--- config.mk ---
export PLATFORM = sky130hd
export DESIGN_NAME = sev_alu
export DESIGN_NICKNAME = d
export VERILOG_FILES = /design/src/design/sev_pkg.sv /design/src/design/sev_alu.sv
export SDC_FILE = /design/constraint.sdc
export NUM_CORES = 2
export LEC_CHECK = 0
export BUFFER_PORTS_ARGS = -buffer_cell sky130_fd_sc_hd__buf_2
export CAP_MARGIN = 20
export CORE_UTILIZATION = 60
export CTS_BUF_LIST = sky130_fd_sc_hd__clkbuf_16
export CTS_CLUSTER_SIZE = 14
export DETAILED_ROUTE_END_ITERATION = 7
export PLACE_DENSITY = 0.81
export SKIP_LAST_GASP = 1
export SYNTH_ARGS = -nofsm -noshare
export SYNTH_HDL_FRONTEND = slang
export SYNTH_SLANG_ARGS = --single-unit
--- constraint.sdc ---
create_clock -name clk_i -period 15.9 [get_ports clk_i]
set_clock_uncertainty 0.1 [all_clocks]
set_input_delay 1.59 -clock clk_i [delete_from_list [all_inputs] [get_ports clk_i]]
set_output_delay 1.59 -clock clk_i [all_outputs]
set_load 0.01 [all_outputs]
--- src/design/sev_pkg.sv ---
package sev_pkg;

  localparam int unsigned SIGNAL_SLOTS = 64;
  localparam int unsigned STACK_DEPTH  = 16;
  localparam int unsigned ATOMIC_SLOTS = 256;

  localparam int unsigned SigAw   = (SIGNAL_SLOTS > 1) ? $clog2(SIGNAL_SLOTS) : 1;
  localparam int unsigned StackAw = $clog2(STACK_DEPTH);
  localparam int unsigned SpW     = $clog2(STACK_DEPTH + 1);
  localparam int unsigned DivSteps = 48;
  localparam int unsigned DivCntW  = $clog2(DivSteps + 1);

  localparam logic [4:0] OP_NOP   = 5'd0;
  localparam logic [4:0] OP_STORE = 5'd1;
  localparam logic [4:0] OP_LDI   = 5'd2;
  localparam logic [4:0] OP_LDQ   = 5'd3;
  localparam logic [4:0] OP_ITEI  = 5'd4;
  localparam logic [4:0] OP_ITEQ  = 5'd5;
  localparam logic [4:0] OP_BNOT  = 5'd6;
  localparam logic [4:0] OP_BAND  = 5'd7;
  localparam logic [4:0] OP_BOR   = 5'd8;
  localparam logic [4:0] OP_BXOR  = 5'd9;
  localparam logic [4:0] OP_EQI   = 5'd10;
  localparam logic [4:0] OP_EQQ   = 5'd11;
  localparam logic [4:0] OP_NEI   = 5'd12;
  localparam logic [4:0] OP_NEQQ  = 5'd13;
  localparam logic [4:0] OP_GTI   = 5'd14;
  localparam logic [4:0] OP_GTQ   = 5'd15;
  localparam logic [4:0] OP_GEI   = 5'd16;
  localparam logic [4:0] OP_GEQ   = 5'd17;
  localparam logic [4:0] OP_LTI   = 5'd18;
  localparam logic [4:0] OP_LTQ   = 5'd19;
  localparam logic [4:0] OP_LEI   = 5'd20;
  localparam logic [4:0] OP_LEQ   = 5'd21;
  localparam logic [4:0] OP_NEGI  = 5'd22;
  localparam logic [4:0] OP_NEGQ  = 5'd23;
  localparam logic [4:0] OP_ADDI  = 5'd24;
  localparam logic [4:0] OP_ADDQ  = 5'd25;
  localparam logic [4:0] OP_SUBI  = 5'd26;
  localparam logic [4:0] OP_SUBQ  = 5'd27;
  localparam logic [4:0] OP_MULI  = 5'd28;
  localparam logic [4:0] OP_MULQ  = 5'd29;
  localparam logic [4:0] OP_DIVI  = 5'd30;
  localparam logic [4:0] OP_DIVQ  = 5'd31;

  localparam logic CMD_WRITE = 1'b0;
  localparam logic CMD_EXEC  = 1'b1;

  localparam logic [1:0] KIND_STORE = 2'd0;
  localparam logic [1:0] KIND_UNDER = 2'd1;
  localparam logic [1:0] KIND_OVER  = 2'd2;
  localparam logic [1:0] KIND_DIVZ  = 2'd3;

  typedef struct packed {
    logic        cmd;
    logic [4:0]  operation;
    logic [31:0] argument;
    logic [5:0]  signal_slot;
    logic [31:0] signal_value;
  } in_beat_t;

  typedef struct packed {
    logic [1:0] result_kind;
    logic [7:0] atomic_index;
    logic       verdict;
  } out_beat_t;

  typedef struct packed {
    logic       start;
    logic [4:0] op;
  } alu_req_t;

  typedef struct packed {
    logic        done;
    logic        divz;
    logic [31:0] result;
  } alu_rsp_t;

  function automatic logic [31:0] sat_word(input logic signed [63:0] v);
    logic [31:0] r;
    if (v > 64'sh7FFFFFFF) r = 32'h7FFF_FFFF;
    else if (v < -64'sh80000000) r = 32'h8000_0000;
    else r = v[31:0];
    return r;
  endfunction

endpackage

--- src/design/sev_alu.sv ---
module sev_alu import sev_pkg::*; (
  input  logic        clk_i,
  input  logic        rst_ni,
  input  alu_req_t    req_i,
  input  logic [31:0] a_i,
  input  logic [31:0] b_i,
  input  logic [31:0] arg_i,
  output alu_rsp_t    rsp_o
);

  typedef enum logic [3:0] {
    A_IDLE = 4'b0001,
    A_MUL  = 4'b0010,
    A_DIV  = 4'b0100,
    A_FIX  = 4'b1000
  } alu_state_e;

  alu_state_e         state_q, state_d;
  logic               done_q, done_d, divz_q, divz_d;
  logic [31:0]        res_q, res_d;
  logic [4:0]         op_q, op_d;
  logic               neg_q, neg_d;
  logic signed [63:0] prod_q, prod_d;
  logic [31:0]        den_q, den_d;
  logic [31:0]        rem_q, rem_d;
  logic [47:0]        quo_q, quo_d;
  logic [DivCntW-1:0] cnt_q, cnt_d;

  logic signed [32:0] sa, sb, sdiff, snegv, ssum;
  logic [32:0]        absd;
  logic [31:0]        mag_a, mag_b, simple;
  logic [32:0]        rem_sh;
  logic signed [63:0] rnd, sq;

  always_comb begin
    sa    = {a_i[31], a_i};
    sb    = {b_i[31], b_i};
    sdiff = sa - sb;
    snegv = -sa;
    ssum  = sa + sb;
    absd  = sdiff[32] ? 33'(-sdiff) : 33'(sdiff);
    mag_a = a_i[31] ? -a_i : a_i;
    mag_b = b_i[31] ? -b_i : b_i;
    case (req_i.op)
      OP_BNOT: simple = {31'd0, a_i != 32'hFFFF_FFFF};
      OP_BAND: simple = {31'd0, (a_i & b_i) != 32'd0};
      OP_BOR:  simple = {31'd0, (a_i | b_i) != 32'd0};
      OP_BXOR: simple = {31'd0, (a_i ^ b_i) != 32'd0};
      OP_EQI:  simple = {31'd0, a_i == b_i};
      OP_EQQ:  simple = {31'd0, !arg_i[31] && (absd <= {1'b0, arg_i})};
      OP_NEI:  simple = {31'd0, a_i != b_i};
      OP_NEQQ: simple = {31'd0, arg_i[31] || (absd > {1'b0, arg_i})};
      OP_GTI:  simple = {31'd0, a_i > b_i};
      OP_GTQ:  simple = {31'd0, sa > sb};
      OP_GEI:  simple = {31'd0, a_i >= b_i};
      OP_GEQ:  simple = {31'd0, sa >= sb};
      OP_LTI:  simple = {31'd0, a_i < b_i};
      OP_LTQ:  simple = {31'd0, sa < sb};
      OP_LEI:  simple = {31'd0, a_i <= b_i};
      OP_LEQ:  simple = {31'd0, sa <= sb};
      OP_NEGI: simple = -a_i;
      OP_NEGQ: simple = sat_word({{31{snegv[32]}}, snegv});
      OP_ADDI: simple = a_i + b_i;
      OP_ADDQ: simple = sat_word({{31{ssum[32]}}, ssum});
      OP_SUBI: simple = a_i - b_i;
      OP_SUBQ: simple = sat_word({{31{sdiff[32]}}, sdiff});
      default: simple = 32'd0;
    endcase
    rem_sh = {rem_q, quo_q[47]};
    rnd    = (prod_q + 64'sd32768) >>> 16;
    sq     = neg_q ? -$signed({16'd0, quo_q}) : $signed({16'd0, quo_q});
  end

  always_comb begin
    state_d = state_q;
    done_d  = 1'b0;
    divz_d  = divz_q;
    res_d   = res_q;
    op_d    = op_q;
    neg_d   = neg_q;
    prod_d  = prod_q;
    den_d   = den_q;
    rem_d   = rem_q;
    quo_d   = quo_q;
    cnt_d   = cnt_q;
    unique case (state_q)
      A_IDLE: begin
        if (req_i.start) begin
          op_d   = req_i.op;
          divz_d = 1'b0;
          if (req_i.op == OP_MULI || req_i.op == OP_MULQ) begin
            prod_d  = $signed(a_i) * $signed(b_i);
            state_d = A_MUL;
          end else if (req_i.op == OP_DIVI || req_i.op == OP_DIVQ) begin
            if (b_i == 32'd0) begin
              divz_d = 1'b1;
              res_d  = 32'hFFFF_FFFF;
              done_d = 1'b1;
            end else begin
              neg_d   = (req_i.op == OP_DIVQ) && (a_i[31] ^ b_i[31]);
              den_d   = (req_i.op == OP_DIVQ) ? mag_b : b_i;
              quo_d   = (req_i.op == OP_DIVQ) ? {mag_a, 16'd0} : {16'd0, a_i};
              rem_d   = 32'd0;
              cnt_d   = '0;
              state_d = A_DIV;
            end
          end else begin
            res_d  = simple;
            done_d = 1'b1;
          end
        end
      end
      A_MUL: begin
        res_d   = (op_q == OP_MULQ) ? sat_word(rnd) : prod_q[31:0];
        done_d  = 1'b1;
        state_d = A_IDLE;
      end
      A_DIV: begin
        // One quotient bit per cycle, restoring form.
        quo_d = {quo_q[46:0], 1'b0};
        if (rem_sh >= {1'b0, den_q}) begin
          rem_d    = 32'(rem_sh - {1'b0, den_q});
          quo_d[0] = 1'b1;
        end else begin
          rem_d = rem_sh[31:0];
        end
        cnt_d = cnt_q + 1'b1;
        if (cnt_q == DivCntW'(DivSteps - 1)) state_d = A_FIX;
      end
      A_FIX: begin
        res_d   = (op_q == OP_DIVQ) ? sat_word(sq) : quo_q[31:0];
        done_d  = 1'b1;
        state_d = A_IDLE;
      end
      default: state_d = A_IDLE;
    endcase
  end

  always_ff @(posedge clk_i or negedge rst_ni) begin
    if (!rst_ni) begin
      state_q <= A_IDLE;
      done_q  <= 1'b0;
      cnt_q   <= '0;
    end else begin
      state_q <= state_d;
      done_q  <= done_d;
      cnt_q   <= cnt_d;
    end
  end

  always_ff @(posedge clk_i) begin
    divz_q <= divz_d;
    res_q  <= res_d;
    op_q   <= op_d;
    neg_q  <= neg_d;
    prod_q <= prod_d;
    den_q  <= den_d;
    rem_q  <= rem_d;
    quo_q  <= quo_d;
  end

  assign rsp_o = '{done: done_q, divz: divz_q, result: res_q};

endmodule

; ---- Yosys cells after proc, flatten, opt, wreduce, memory -nomap -nowiden
; Index checks and enable logic that the tools add are counted.
[totals]
mem_bits_rw = 0
latch_bits = 0
output_inout_bits = 34
mem_count = 0
romBits = 0
word_cells = 168
ff_bits = 226
[op_classes]
order_cmp = 21
addsub = 12
multipliers = 1
n_eq_ne = 44
reduce_logical = 20
muxes = 52
div_mod_pow = 0
shift = 0
bitwise = 7
[ops]
columns = op, count
row1 = $mux 32, 24
row2 = $pmux 32 s22, 1
row3 = $mux 48, 5
row4 = $gt 33x32->1 const B, 3
row5 = $lt 33x32->1 const B, 3
row6 = $pmux 32 s3, 1
row7 = $pmux 48 s2, 1
row8 = $reduce_bool 32->1, 3
row9 = $eq 5x5->1 const B, 18
row10 = $add 64x17->64 const B, 1
row11 = $ge 32x32->1, 2
row12 = $gt 32x32->1, 2
row13 = $gt 64x32->1 const B, 1
row14 = $le 32x32->1, 2
row15 = $lt 32x32->1, 2
row16 = $lt 64x32->1 const B, 1
row17 = $mul 32x32->64, 1
row18 = $mux 64, 1
row19 = $neg 32->32, 2
row20 = $neg 48->64, 1
row21 = $pmux 32 s2, 1
row22 = $sub 32x32->32, 2
row23 = $gt 48x32->1 const B, 1
row24 = $lt 48x32->1 const B, 1
row25 = other kinds (44), 77

; ---- Depth between registers and ports, before layout
[depth]
depth_word = 10
depth_mapped = 35
mapped_depth_nobuf = 31

; ---- Worst setup path before layout
; No wires, ideal clock.
[synth_timing]
path_type = input to register
from = in a_i[31]
to = reg prod_q[63] (data pin)
required_time_ps = 15540
path_slack_ps = 5875
n_path_buf = 4
stages = 25
setup_time_ps = 260
arrival_time_ps = 9665
path_cell_list = clkbuf_1 -> buf_1 -> buf_1 -> clkbuf_1 -> nand2_1 -> inv_1 -> fa_1 -> fa_1 -> fa_1 -> fa_1 -> fa_1 -> fa_1 -> fa_1 -> fa_1 -> ha_1 -> a21o_1 -> a21o_1 -> a21o_1 -> a21o_1 -> a21oi_1 -> o21ai_0 -> a21oi_1 -> o21ai_0 -> a21oi_1 -> xnor2_1
[synth_between]
elab_chain_len = 1
[synth_lines]
columns = element, line_no
row1 = from (decl), sev_alu.sv:5  ; input logic [31:0] a_i,
row2 = $mul 32x32->64, sev_alu.sv:92  ; prod_d = $signed(a_i) * $signed(b_i);
row3 = to (signal assigned), sev_alu.sv:156  ; prod_q <= prod_d;
row4 = to (decl), sev_alu.sv:23  ; logic signed [63:0] prod_q, prod_d;
; Every way passes these cells.
; A chain may end at the register's enable or synchronous reset.

; ---- Worst setup path in the final report
[layout_timing]
from = in a_i[31]
to = reg prod_q[60] (data pin)
; Same word-level chain as after synthesis.

==> results.md <==
- Status: finished clean
- Largest net degree at the start of global routing: 72
- Setup TNS: 0 ns
- Crit path max-delay family: adder cells
- Via density: 6.49
- Slew Viols, Final: 0
- Wirelength, routed: 232 mm
- Routability Congestion: 1.08
- CTS tree: yes
- H-tree lvl count: 1
- Synth Area in Compound Gates: 11.4%
- Core Area: 0.0953 mm2
- CTS buffer count: 29
- Die Width: 313 um
- Adder-cell share of the synthesized area: 45.1%
- Period utilization: 66.9%
- Post-Layout Cell Count: 8034
- Synth warnings: 0
- CTS resizes: 0
- Global route total overflow: 0
- Avg Inst Size Synth: 8.53 um2
- Top-count cell post-synth: inv_1
- Number of global-route vias before repair: 52606
- Simple-Gate Fraction of Synth Area: 16.1%
- Worst-Skew Late Latency: 0.64 ns
- Final Hold Vio Count: 0
- GR Util All Layers: 48.0%
- First-pass GRT wire length: 344 mm
- Critical path data required time: 16.18 ns
- Starting Density: 60.8%
- Num ports: 138
- Largest family of logic cells by synthesized area: adder cells
- Synth Flop Type: edfxtp_1
- Setup Fix Bufs, Post-CTS: 0
- Min-delay src: cnt_q[0]
- Drt pass-1 iters: 8
- Register area share after synthesis: 11.6%
- Min-Delay Path Class: register to register
- Post-synth top area share: 37.5%
- Mux share of post-synthesis cell area: 0.421%
- Post-synthesis xor/xnor area fraction: 4.30%
- Post-synth EDFFs: 215
- Die span in y: 313 um
- Hold path depth: 1
- R2R depth: 11
- Most frequent CP cell: fa_1
- Slew @ Worst Pin: 1.25 ns
- Final setup fails: 0
- Syn Inst Count: 6795
- Fmax: 94.0 MHz
- WL/cell: 28.9 um
- Synth Cell Area: 0.0580 mm2
- Filler cells: 7865
- Most common library cells after synthesis: inv_1 (1330), fa_1 (1085), nand2_1 (989)
- DIE AREA: 0.0979 mm2
- FF-to-FF setup slack: 9.55 ns
- Syn nets: 8339
- Critical path arrival: 10.92 ns
- R2r startpoint: prod_q[41]
- Startpoint Class: input pin
- Crit end category: register
- FF-to-FF End: res_q[25]
- CTS Hold Buffers Added: 0
- Layout area overhead: 5.24%
- Post-DP HPWL: 182 mm
- TritonCTS Sinks: 226
- Post-placement cell count: 7971
- Port buffer count: 137
- Hold slack: 0.438 ns
- Num rows: 113
- Max stage delay on crit path: 0.76 ns
- DR vias: 52165
- DRT antenna net count: 0
- Nets@finish: 8283
- Initial DRC count: 7130
- Flops & latches, synth: 226
- Number of distinct library cells after synthesis: 97
- Worst min-delay path endpoint: cnt_q[0]
- Initial antenna violation count: 11
- Pre-CTS setup slack: 4.90 ns
- DRC: 0
- Max cap viols: 0
- Setup ws final: 5.26 ns
- Max_slew headroom: 15.8%
- Critical-path top delay cell: fa_1
- FFs w/ async S/R, synth: 4.87%
- Maximum root-to-sink buffer count: 3
- RSZ-0062 raised after global routing: false
- Worst-path fanout max: 17
- Crit path buf inv count: 9
- Root Buffer Master: clkbuf_16
- Clock transition at the registers of the reported paths: 0.06 ns
- Layout cell share with drive strength beyond 1: 5.56%
- Synth top area cells: fa_1 (37%), edfxtp_1 (11%), inv_1 (8.6%), ha_1 (7.7%), nand2_1 (6.4%)
- Critical path class: input pin to register
- Area leader, netlist: fa_1
- Final Critical Period: 10.64 ns
[metrics by stage]
stage	util, %	instance area (um2)
2_1_floorplan	-	58000
3_3_place_gp	62.8	59900
3_5_place_dp	62.8	59900
4_1_cts	64.0	60900
5_1_grt	64.0	61000
6_report	64.0	61000
[how the worst max path moves through the flow]
stage	from	to	slack [ns]	cells past startpoint
2_1_floorplan	a_i[31]	prod_q[63]	5.88	25
3_3_place_gp	a_i[31]	prod_q[63]	4.95	31
3_5_place_dp	a_i[31]	prod_q[63]	4.90	31
4_1_cts	a_i[31]	prod_q[63]	5.54	31
5_1_grt	a_i[31]	prod_q[60]	4.99	30
6_report	a_i[31]	prod_q[60]	5.26	30
[cell families after synthesis]
logic type      Yosys count
mux                      24
simple gates           2111
fa+ha+maj              1440
compound gates         1008
flops                   226
buf+inv                1703
xor+xnor                283
[flip-flops by register name, summed over array words and instances, names as in the netlist]
name / count
cnt_q: 6
den_q: 32
divz_q: 1
done_q: 1
neg_q: 1
op_q: 5
prod_q: 64
quo_q: 48
rem_q: 32
res_q: 32
state_q: 4
[routing by layer]
layer,up-vias,global-route usage [%],wire length (um)
met4,4,36.1,22000
li1,21460,-,-
met1,25676,61.0,81200
met3,1017,13.4,30100
met5,-,0,27
met2,4008,70.2,98500
[area by class of cell]
| cell class | count | area [um2] | share of cell area [%] |
|---|---|---|---|
| Timing Repair Buffer | 262 | 1650 | 2.71 |
| Clock buffer | 29 | 726 | 1.19 |
| Tap cell | 1265 | 1580 | 2.59 |
| Sequential cell | 226 | 6730 | 11.0 |
| Clock inverter | 24 | 328 | 0.537 |
| Antenna cell | 8 | 20.0 | 0.0328 |
| Multi-Input combinational cell | 4866 | 44900 | 73.6 |
| Inverter | 1354 | 5080 | 8.33 |
[layout by cell type (no fill, tap or decap), types with 12 or more instances in the layout]
master / n
a2111oi_0: 12
a211o_1: 13
a211oi_1: 50
a21o_1: 76
a21oi_1: 235
a31oi_1: 44
a41oi_1: 12
and2_1: 18
and3_1: 30
buf_2: 138
buf_4: 122
clkbuf_16: 29
clkinv_1: 18
edfxtp_1: 215
fa_1: 1085
ha_1: 355
inv_1: 1333
mux2i_1: 21
nand2_1: 989
nand2b_1: 45
nand3_1: 90
nand4_1: 64
nor2_1: 550
nor2b_1: 32
nor3_1: 86
nor4_1: 46
o211ai_1: 47
o21a_1: 24
o21ai_0: 235
o21bai_1: 13
o221ai_1: 33
o22ai_1: 25
o31ai_1: 60
o41ai_1: 14
or2_2: 15
or3_1: 54
or4_1: 32
xnor2_1: 212
xor2_1: 69
Power is left out: the tool's default activity adds up to more than one toggle a clock period on the data nets, which glitch-free logic cannot reach.
